==> config.mk <==
export PLATFORM = sky130hd
export DESIGN_NAME = resp_request_deframer
export DESIGN_NICKNAME = d
export VERILOG_FILES = /design/src/hw/rtl/rrd_pkg.sv /design/src/hw/rtl/rrd_front.sv /design/src/hw/rtl/rrd_fifo.sv /design/src/hw/rtl/rrd_back.sv /design/src/hw/rtl/resp_request_deframer.sv
export SDC_FILE = /design/constraint.sdc
export NUM_CORES = 1
export LEC_CHECK = 0
export BUFFER_PORTS_ARGS = -buffer_cell sky130_fd_sc_hd__buf_2
export CAP_MARGIN = 20
export CELL_PAD_IN_SITES_DETAIL_PLACEMENT = 2
export CELL_PAD_IN_SITES_GLOBAL_PLACEMENT = 2
export CORE_ASPECT_RATIO = 0.7
export CORE_MARGIN = 2
export CORE_UTILIZATION = 39
export CTS_CLUSTER_DIAMETER = 60
export DETAILED_ROUTE_END_ITERATION = 10
export PLACE_DENSITY = 0.91
export SYNTH_ARGS = -nofsm -noshare
export SYNTH_HDL_FRONTEND = slang
export SYNTH_SLANG_ARGS = --single-unit
==> constraint.sdc <==
create_clock -name clk -period 5.7 [get_ports clk]
set_clock_uncertainty 0.15 [all_clocks]
set_input_delay 0.57 -clock clk [delete_from_list [all_inputs] [get_ports clk]]
set_output_delay 0.57 -clock clk [all_outputs]
set_load 0.02 [all_outputs]
==> src/hw/rtl/rrd_pkg.sv <==
package rrd_pkg;

  localparam int MAX_ARGS    = 255;
  localparam int ARG_W       = $clog2(MAX_ARGS + 1);
  localparam int LEN_BITS    = 32;
  localparam int CFG_W       = 24;
  localparam int FIFO_DEPTH  = 2;
  localparam int PTR_W       = (FIFO_DEPTH > 1) ? $clog2(FIFO_DEPTH) : 1;
  localparam int CNT_W       = $clog2(FIFO_DEPTH + 1);

  localparam logic [CFG_W-1:0] MAX_BYTES_RST = CFG_W'(65536);

  localparam logic [7:0] CH_STAR   = 8'h2a;
  localparam logic [7:0] CH_DOLLAR = 8'h24;
  localparam logic [7:0] CH_CR     = 8'h0d;
  localparam logic [7:0] CH_LF     = 8'h0a;
  localparam logic [7:0] CH_SPACE  = 8'h20;
  localparam logic [7:0] CH_ZERO   = 8'h30;
  localparam logic [7:0] CH_NINE   = 8'h39;

  typedef enum logic [3:0] {
    PH_IDLE,
    PH_ANUM,
    PH_ALF,
    PH_BHDR,
    PH_BNUM,
    PH_BLF,
    PH_DATA,
    PH_TR1,
    PH_TR2
  } phase_t;

  typedef enum logic [1:0] {
    KIND_FRAME,
    KIND_CMD,
    KIND_ARG
  } token_kind_t;

  typedef enum logic [2:0] {
    ERR_NONE,
    ERR_BAD_NUMBER,
    ERR_NOT_DOLLAR,
    ERR_INLINE,
    ERR_DUP_ARRAY,
    ERR_TOO_MANY,
    ERR_TOO_BIG
  } err_code_t;

  // classified request byte passed from front to back
  typedef struct packed {
    logic [7:0] data;
    logic [3:0] digit;
    logic       is_digit;
    logic       is_cr;
    logic       is_lf;
    logic       is_star;
    logic       is_dollar;
    logic       is_space;
  } rrd_byte_t;

endpackage

==> src/hw/rtl/rrd_front.sv <==
module rrd_front (
  input  logic              in_valid,
  output logic              in_stall,
  input  logic [7:0]        in_data_byte,
  input  logic              fifo_full,
  output logic              push,
  output rrd_pkg::rrd_byte_t push_data
);
  import rrd_pkg::*;

  logic [7:0] diff;

  assign in_stall = fifo_full;
  assign push     = in_valid && !fifo_full;
  assign diff     = in_data_byte - CH_ZERO;

  always_comb begin
    push_data           = '0;
    push_data.data      = in_data_byte;
    push_data.digit     = diff[3:0];
    push_data.is_digit  = (in_data_byte >= CH_ZERO) && (in_data_byte <= CH_NINE);
    push_data.is_cr     = (in_data_byte == CH_CR);
    push_data.is_lf     = (in_data_byte == CH_LF);
    push_data.is_star   = (in_data_byte == CH_STAR);
    push_data.is_dollar = (in_data_byte == CH_DOLLAR);
    push_data.is_space  = (in_data_byte == CH_SPACE);
  end

endmodule

==> src/hw/rtl/rrd_fifo.sv <==
module rrd_fifo (
  input  logic               clk,
  input  logic               rst_n,
  input  logic               push,
  input  rrd_pkg::rrd_byte_t push_data,
  output logic               full,
  input  logic               pop,
  output logic               empty,
  output rrd_pkg::rrd_byte_t head
);
  import rrd_pkg::*;

  rrd_byte_t         mem_r [FIFO_DEPTH];
  logic [PTR_W-1:0]  wr_ptr_r, wr_ptr_nxt;
  logic [PTR_W-1:0]  rd_ptr_r, rd_ptr_nxt;
  logic [CNT_W-1:0]  count_r, count_nxt;

  assign full  = (count_r == CNT_W'(FIFO_DEPTH));
  assign empty = (count_r == '0);
  assign head  = mem_r[rd_ptr_r];

  always_comb begin
    wr_ptr_nxt = wr_ptr_r;
    rd_ptr_nxt = rd_ptr_r;
    count_nxt  = count_r;
    if (push) begin
      wr_ptr_nxt = (wr_ptr_r == PTR_W'(FIFO_DEPTH - 1)) ? '0 : wr_ptr_r + 1'b1;
    end
    if (pop) begin
      rd_ptr_nxt = (rd_ptr_r == PTR_W'(FIFO_DEPTH - 1)) ? '0 : rd_ptr_r + 1'b1;
    end
    if (push && !pop) begin
      count_nxt = count_r + 1'b1;
    end else if (pop && !push) begin
      count_nxt = count_r - 1'b1;
    end
  end

  always_ff @(posedge clk) begin
    if (!rst_n) begin
      wr_ptr_r <= '0;
      rd_ptr_r <= '0;
      count_r  <= '0;
    end else begin
      wr_ptr_r <= wr_ptr_nxt;
      rd_ptr_r <= rd_ptr_nxt;
      count_r  <= count_nxt;
    end
  end

  always_ff @(posedge clk) begin
    if (push) begin
      mem_r[wr_ptr_r] <= push_data;
    end
  end

endmodule

==> src/hw/rtl/rrd_back.sv <==
module rrd_back (
  input  logic               clk,
  input  logic               rst_n,
  input  logic               cfg_write_en,
  input  logic [23:0]        cfg_max_request_bytes,
  input  logic               fifo_empty,
  input  rrd_pkg::rrd_byte_t head,
  output logic               pop,
  output logic               out_valid,
  input  logic               out_stall,
  output logic [7:0]         out_byte_out,
  output logic [1:0]         out_token_kind,
  output logic [7:0]         out_arg_number,
  output logic               out_token_first,
  output logic               out_token_last,
  output logic               out_request_done,
  output logic [2:0]         out_error_code
);
  import rrd_pkg::*;

  logic [CFG_W-1:0]    max_bytes_r;
  phase_t              phase_r, phase_nxt;
  logic [LEN_BITS-1:0] accum_r, accum_nxt;
  logic [ARG_W-1:0]    args_exp_r, args_exp_nxt;
  logic [ARG_W-1:0]    args_rcv_r, args_rcv_nxt;
  logic [LEN_BITS-1:0] remain_r, remain_nxt;
  logic [CFG_W-1:0]    req_bytes_r, req_bytes_nxt;
  logic                have_cmd_r, have_cmd_nxt;

  logic                out_valid_r;
  logic [7:0]          byte_r;
  token_kind_t         kind_r, kind_nxt;
  logic [ARG_W-1:0]    argn_r, argn_nxt;
  logic                first_r, first_nxt;
  logic                last_r, last_nxt;
  logic                done_r, done_nxt;
  err_code_t           err_r, err_nxt;

  logic [LEN_BITS+3:0] acc_ext;
  logic                acc_ovf;
  logic [LEN_BITS-1:0] remain_dec;
  logic [ARG_W:0]      args_inc;

  assign pop = !fifo_empty && (!out_valid_r || !out_stall);

  // accum * 10 + digit, with overflow out of the length width
  assign acc_ext = ((LEN_BITS+4)'(accum_r) << 3) + ((LEN_BITS+4)'(accum_r) << 1)
                   + (LEN_BITS+4)'(head.digit);
  assign acc_ovf = |acc_ext[LEN_BITS+3:LEN_BITS];
  assign remain_dec = (remain_r != '0) ? remain_r - 1'b1 : remain_r;
  assign args_inc = have_cmd_r ? {1'b0, args_rcv_r} + 1'b1 : {1'b0, args_rcv_r};

  always_comb begin
    phase_nxt     = phase_r;
    accum_nxt     = accum_r;
    args_exp_nxt  = args_exp_r;
    args_rcv_nxt  = args_rcv_r;
    remain_nxt    = remain_r;
    req_bytes_nxt = req_bytes_r;
    have_cmd_nxt  = have_cmd_r;
    kind_nxt      = KIND_FRAME;
    argn_nxt      = '0;
    first_nxt     = 1'b0;
    last_nxt      = 1'b0;
    done_nxt      = 1'b0;
    err_nxt       = ERR_NONE;
    if (phase_r == PH_IDLE && head.is_space) begin
      // leading space between requests
    end else if (req_bytes_r >= max_bytes_r) begin
      err_nxt = ERR_TOO_BIG;
    end else begin
      req_bytes_nxt = req_bytes_r + 1'b1;
      case (phase_r)
        PH_IDLE: begin
          if (head.is_star) begin
            accum_nxt = '0;
            phase_nxt = PH_ANUM;
          end else if (head.is_dollar) begin
            err_nxt = ERR_INLINE;
          end else begin
            err_nxt = ERR_NOT_DOLLAR;
          end
        end
        PH_ANUM, PH_BNUM: begin
          if (head.is_cr) begin
            phase_nxt = (phase_r == PH_ANUM) ? PH_ALF : PH_BLF;
          end else if (!head.is_digit || acc_ovf) begin
            err_nxt = ERR_BAD_NUMBER;
          end else begin
            accum_nxt = acc_ext[LEN_BITS-1:0];
          end
        end
        PH_ALF: begin
          if (!head.is_lf || accum_r == '0) begin
            err_nxt = ERR_BAD_NUMBER;
          end else if (accum_r > LEN_BITS'(MAX_ARGS + 1)) begin
            err_nxt = ERR_TOO_MANY;
          end else begin
            args_exp_nxt = ARG_W'(accum_r - 1'b1);
            args_rcv_nxt = '0;
            have_cmd_nxt = 1'b0;
            phase_nxt    = PH_BHDR;
          end
        end
        PH_BHDR: begin
          if (head.is_dollar) begin
            accum_nxt = '0;
            phase_nxt = PH_BNUM;
          end else if (head.is_star) begin
            err_nxt = ERR_DUP_ARRAY;
          end else if (!head.is_space) begin
            err_nxt = ERR_NOT_DOLLAR;
          end
        end
        PH_BLF: begin
          if (!head.is_lf || accum_r == '0) begin
            err_nxt = ERR_BAD_NUMBER;
          end else begin
            remain_nxt = accum_r;
            phase_nxt  = PH_DATA;
          end
        end
        PH_DATA: begin
          kind_nxt   = have_cmd_r ? KIND_ARG : KIND_CMD;
          argn_nxt   = args_rcv_r;
          first_nxt  = (remain_r == accum_r);
          last_nxt   = (remain_r <= LEN_BITS'(1));
          remain_nxt = remain_dec;
          if (remain_dec == '0) begin
            phase_nxt = PH_TR1;
          end
        end
        PH_TR1: begin
          phase_nxt = PH_TR2;
        end
        PH_TR2: begin
          have_cmd_nxt = 1'b1;
          args_rcv_nxt = args_inc[ARG_W-1:0];
          if (args_inc >= {1'b0, args_exp_r}) begin
            done_nxt = 1'b1;
          end else begin
            phase_nxt = PH_BHDR;
          end
        end
        default: begin
          err_nxt = ERR_BAD_NUMBER;
        end
      endcase
    end
    if (err_nxt != ERR_NONE) begin
      kind_nxt  = KIND_FRAME;
      argn_nxt  = '0;
      first_nxt = 1'b0;
      last_nxt  = 1'b0;
      done_nxt  = 1'b0;
    end
    // end of request, good or bad
    if (err_nxt != ERR_NONE || done_nxt) begin
      phase_nxt     = PH_IDLE;
      accum_nxt     = '0;
      args_exp_nxt  = '0;
      args_rcv_nxt  = '0;
      remain_nxt    = '0;
      req_bytes_nxt = '0;
      have_cmd_nxt  = 1'b0;
    end
  end

  always_ff @(posedge clk) begin
    if (!rst_n) begin
      max_bytes_r <= MAX_BYTES_RST;
    end else if (cfg_write_en) begin
      max_bytes_r <= cfg_max_request_bytes;
    end
  end

  always_ff @(posedge clk) begin
    if (!rst_n) begin
      phase_r     <= PH_IDLE;
      accum_r     <= '0;
      args_exp_r  <= '0;
      args_rcv_r  <= '0;
      remain_r    <= '0;
      req_bytes_r <= '0;
      have_cmd_r  <= 1'b0;
      out_valid_r <= 1'b0;
    end else begin
      if (pop) begin
        phase_r     <= phase_nxt;
        accum_r     <= accum_nxt;
        args_exp_r  <= args_exp_nxt;
        args_rcv_r  <= args_rcv_nxt;
        remain_r    <= remain_nxt;
        req_bytes_r <= req_bytes_nxt;
        have_cmd_r  <= have_cmd_nxt;
        out_valid_r <= 1'b1;
      end else if (!out_stall) begin
        out_valid_r <= 1'b0;
      end
    end
  end

  // result payload
  always_ff @(posedge clk) begin
    if (pop) begin
      byte_r  <= head.data;
      kind_r  <= kind_nxt;
      argn_r  <= argn_nxt;
      first_r <= first_nxt;
      last_r  <= last_nxt;
      done_r  <= done_nxt;
      err_r   <= err_nxt;
    end
  end

  assign out_valid        = out_valid_r;
  assign out_byte_out     = byte_r;
  assign out_token_kind   = kind_r;
  assign out_arg_number   = 8'(argn_r);
  assign out_token_first  = first_r;
  assign out_token_last   = last_r;
  assign out_request_done = done_r;
  assign out_error_code   = err_r;

  a_err_clears: assert property (@(posedge clk) disable iff (!rst_n)
    pop && err_nxt != ERR_NONE |=> phase_r == PH_IDLE && req_bytes_r == '0)
    else $error("request state not cleared after error");

  a_err_quiet: assert property (@(posedge clk) disable iff (!rst_n)
    out_valid_r && err_r != ERR_NONE |-> kind_r == KIND_FRAME && !done_r && !first_r)
    else $error("error transaction carries token flags");

  a_flags_on_data: assert property (@(posedge clk) disable iff (!rst_n)
    out_valid_r && (first_r || last_r) |-> kind_r != KIND_FRAME)
    else $error("first or last flag on a framing byte");

  a_args_bound: assert property (@(posedge clk) disable iff (!rst_n)
    args_rcv_r <= args_exp_r)
    else $error("argument count beyond expected");

  a_data_remain: assert property (@(posedge clk) disable iff (!rst_n)
    phase_r == PH_DATA |-> remain_r != '0)
    else $error("data phase with no bytes left");

endmodule

==> src/hw/rtl/resp_request_deframer.sv <==
// Byte-serial deframer for requests framed as an array of bulk strings ('*' count CR LF,
// then per element '$' length CR LF data and two trailer bytes). Every accepted byte
// yields exactly one result transaction that echoes the byte and tags it as framing,
// command data or argument data, with first/last marks, the argument index, a
// request-done flag on the final trailer byte, or an error code; any error drops the
// request and the parser returns to idle. One byte is taken per clock, sustained while
// the output does not stall. An accepted byte is written into the two-entry queue after
// the byte classifier, and the parser then takes it from that queue into the output
// register. in_stall rises only when that queue is full, which happens only while the
// output is stalled. cfg_max_request_bytes (reset 65536) limits a request's length in
// bytes, counted from its '*'; write it only while no transaction is in flight.
module resp_request_deframer (
  input  logic        clk,
  input  logic        rst_n,
  input  logic        cfg_write_en,
  input  logic [23:0] cfg_max_request_bytes,
  input  logic        in_valid,
  output logic        in_stall,
  input  logic [7:0]  in_data_byte,
  output logic        out_valid,
  input  logic        out_stall,
  output logic [7:0]  out_byte_out,
  output logic [1:0]  out_token_kind,
  output logic [7:0]  out_arg_number,
  output logic        out_token_first,
  output logic        out_token_last,
  output logic        out_request_done,
  output logic [2:0]  out_error_code
);
  import rrd_pkg::*;

  logic      fifo_full;
  logic      fifo_empty;
  logic      push;
  logic      pop;
  rrd_byte_t push_data;
  rrd_byte_t head;

  rrd_front u_front (
    .in_valid     (in_valid),
    .in_stall     (in_stall),
    .in_data_byte (in_data_byte),
    .fifo_full    (fifo_full),
    .push         (push),
    .push_data    (push_data)
  );

  rrd_fifo u_fifo (
    .clk       (clk),
    .rst_n     (rst_n),
    .push      (push),
    .push_data (push_data),
    .full      (fifo_full),
    .pop       (pop),
    .empty     (fifo_empty),
    .head      (head)
  );

  rrd_back u_back (
    .clk                   (clk),
    .rst_n                 (rst_n),
    .cfg_write_en          (cfg_write_en),
    .cfg_max_request_bytes (cfg_max_request_bytes),
    .fifo_empty            (fifo_empty),
    .head                  (head),
    .pop                   (pop),
    .out_valid             (out_valid),
    .out_stall             (out_stall),
    .out_byte_out          (out_byte_out),
    .out_token_kind        (out_token_kind),
    .out_arg_number        (out_arg_number),
    .out_token_first       (out_token_first),
    .out_token_last        (out_token_last),
    .out_request_done      (out_request_done),
    .out_error_code        (out_error_code)
  );

endmodule

==> flow_summary.ini <==
[clock_tree]
cts_root_buffer = clkbuf_16
numCtsBuffers = 17
clk_pin_slew_worst_paths_ns = 0.10
cts_hold_buf = 0
clk-insertion-delay-late_ns = 0.50
ctsHtreeMaxLevel = 4
cts_sinks = 191
cts_tree = built
cts_buffer_depth = 2

[placement]
portBuffers = 62
place.gp.congestion = 0.893
dp_hpwl_mm = 38.0
pre_cts_ws_ns = -0.0982

[power]
p_total_mw = 4.18
power_density_nw_per_um2 = 299
ir_drop_v = 0.000209
p_leak_nw = 6.07

[grt]
grt_max_degree = 54
antenna_found_initial = 1
grt_pass1_wl_mm = 84.8
grt_pass1_vias = 13429
grt_overflow = 0
grt_usage = 0.334

[yosys]
syn_area_per_cell_um2 = 8.69
synth_seq_cells = 191
yosys.area.top_type = dfxtp_1
synth_seq_area_share = 0.345
synth.distinct_cells = 79
syn_inst = 1449
synth_edf_count = 52
synthTopCellsByArea = dfxtp_1 22%, edfxtp_1 12%, ha_1 10%
synth_warnings = 0
synth_top_area_frac = 0.221
synth_area_um2 = 12600
synthFlopType = dfxtp_1
synth_nets = 1590
synthArstFlopShare = 0

[detailed_routing]
drtPass1Iterations = 5
met3WireLength_mm = 4.61
remaining_drc_errors = 0
wl_per_cell_um = 30.6
antenna_left = 0
wl_met1_mm = 23.8
viasPerCell = 6.57
drt-total-wl_mm = 58.7
dr.max_layer_used = met5
drt_iter0_markers = 1232
num_vias = 12585
wl_met2_mm = 27.4

[timing]
slew_violations = 0
hold_violations = 0
worst_pin_slew_ns = 1.11
timing.final.crit_share = 0.988
setup_viol = 0
rsz0062_at_grt = no
layout_min_cycle_time_ns = 5.63
whs_ns = 0.158
fin_ws_ns = 0.0673
achievable-frequency_ghz = 0.178
worst_slew_margin_rel = 0.258

[critical_path]
crit_fanout = 21
crit_family = compound AO/OA/AOI/OAI gates
critical_path_class = register to register
cpMaxStageDelayCell = or3_1
worst-path-buf-inv = 3
arrival_ns = 5.86
cpPeakStageDelay_ns = 0.47
path_cells = buf_4 -> mux2i_1 -> fa_1 -> inv_1 -> ha_1 -> a211oi_1 -> o211ai_1 -> a31oi_2 -> nor3_1 -> nor4_1 -> mux2i_1 -> or3_1 -> a2111oi_2 -> or3_4 -> buf_12 -> mux2i_1
cp-end-kind = register
cp_data_required_time_ns = 5.93
crit_top_cell = mux2i_1
cp-start-kind = register

[die]
ioPinCount = 63
core_um2 = 32100
die_height_um = 154
rows = 55
die_w_um = 219
die_area_um2 = 33800
start_util = 0.393

[run_status]
status = finished, final reports clean

[job]
cap_violations = 0

[finish]
area_growth_pct = 11.2
drive_gt1_frac = 0.109
final_nets = 1617
postLayoutCoreUtil = 0.437
diodes = 0

[min_path]
min_path_type = primary input to register
==> cell usage after synthesis, drive strengths merged (16+ instances only) <==
cell,instances
xor2,74
or3,22
nor4,34
o21ai,59
inv,64
nand4,24
clkbuf,69
a21o,24
nand2,157
xnor2,44
ha,102
and3,18
nor3,42
nand3,33
mux2i,61
dfxtp,139
edfxtp,52
a22o,21
a21oi,88
o211ai,16
nor2,128
==> cell usage in the layout, fill, tap and decap left out, types with 8 or more instances in the layout <==
cell	count
nand2_1	157
dfxtp_1	139
nor2_1	127
ha_1	102
a21oi_1	88
xor2_1	74
inv_1	64
buf_2	63
mux2i_1	60
o21ai_0	58
edfxtp_1	52
xnor2_1	43
nor3_1	39
nand3_1	33
nor4_1	31
buf_4	26
nand4_1	24
a21o_1	24
or3_1	21
a22o_1	21
and3_1	18
clkbuf_16	17
o211ai_1	16
nand2b_1	13
mux2_2	11
or4_1	11
o31ai_1	10
a211oi_1	8
==> final timing paths <==
check	start	end	slack [ns]	depth (start not counted)
worst max register to register	register	u_back.accum_r[8]$_SDFFE_PN0P_	0.07	16
worst min register to register	u_back.max_bytes_r[15]$_SDFFE_PN0P_	u_back.max_bytes_r[15]$_SDFFE_PN0P_	0.35	2
worst max-delay path	register	u_back.accum_r[8]$_SDFFE_PN0P_	0.07	16
worst min-delay path	cfg_max_request_bytes[23]	u_back.max_bytes_r[23]$_SDFFE_PN0P_	0.16	3
==> cell families after synthesis <==
| kind of cell | count (synthesis) | synth area share |
|---|---|---|
| buffers and inverters | 148 | 0.0484 |
| AO/OA/AOI/OAI | 292 | 0.152 |
| AND/OR/NAND/NOR | 524 | 0.209 |
| flip-flops | 191 | 0.345 |
| adder cells (fa/ha/maj) | 104 | 0.105 |
| multiplexers | 72 | 0.0583 |
| XOR/XNOR | 118 | 0.0827 |
==> through the flow <==
stage / cells / setup TNS (ns) / cell area (µm²)
finish: 1916 / 0 / 14000
global route: 1916 / 0 / 14000
CTS: 1913 / 0 / 13900
detailed placement: 1879 / -1.44 / 13300
global placement: 1878 / 0 / 13300
floorplan: 1449 / 0 / 12600
==> routing by layer <==
| metal | track usage | up-vias |
|---|---|---|
| met5 | 0.0101 | - |
| met4 | 0.144 | 2 |
| met3 | 0.0714 | 243 |
| met2 | 0.559 | 712 |
| met1 | 0.415 | 6348 |
| li1 | - | 5280 |
==> what timing repair did <==
action	in CTS	in global routing
setup endpoints to repair	35	76
gates resized for setup	5	6
pin swaps	1	1
buffers inserted	2	1
==> where the power goes <==
group,switching (mW),internal [mW]
clock,0.711,0.679
combinational,0.776,0.372
sequential,0.0812,1.56
total,1.57,2.61
==> worst reg2reg max path, delay by kind of cell, from the launching register on <==
family / cells / cell delay (ns)
buf+inv: 3 / 0.56
fa+ha+maj: 2 / 0.73
flops: 1 / 0.46
compound gates: 4 / 1.43
simple gates: 4 / 1.18
mux: 3 / 1.01
==> flip-flops by register name, summed over array words and instances, names as in the netlist, 3 cells and up, named ones only <==
register               cells
u_back.remain_r           32
u_back.req_bytes_r        24
u_back.max_bytes_r        24
u_fifo.mem_r              28
u_back.phase_r             4
u_back.out_arg_number      8
u_back.out_error_code      3
u_back.out_byte_out        8
u_back.args_exp_r          8
u_back.args_rcv_r          8
u_back.accum_r            32
==> layout make-up <==
class | instances | area (µm²)
well taps | 427 | 534
fillers | 3476 | 18100
repair buffers | 91 | 542
multi-input cells | 1110 | 7700
clock buffers | 17 | 425
clock inverters | 15 | 211
flip-flops and latches | 191 | 4340
inverters | 65 | 244
No activity file was read; power rests on OpenSTA's default activity.
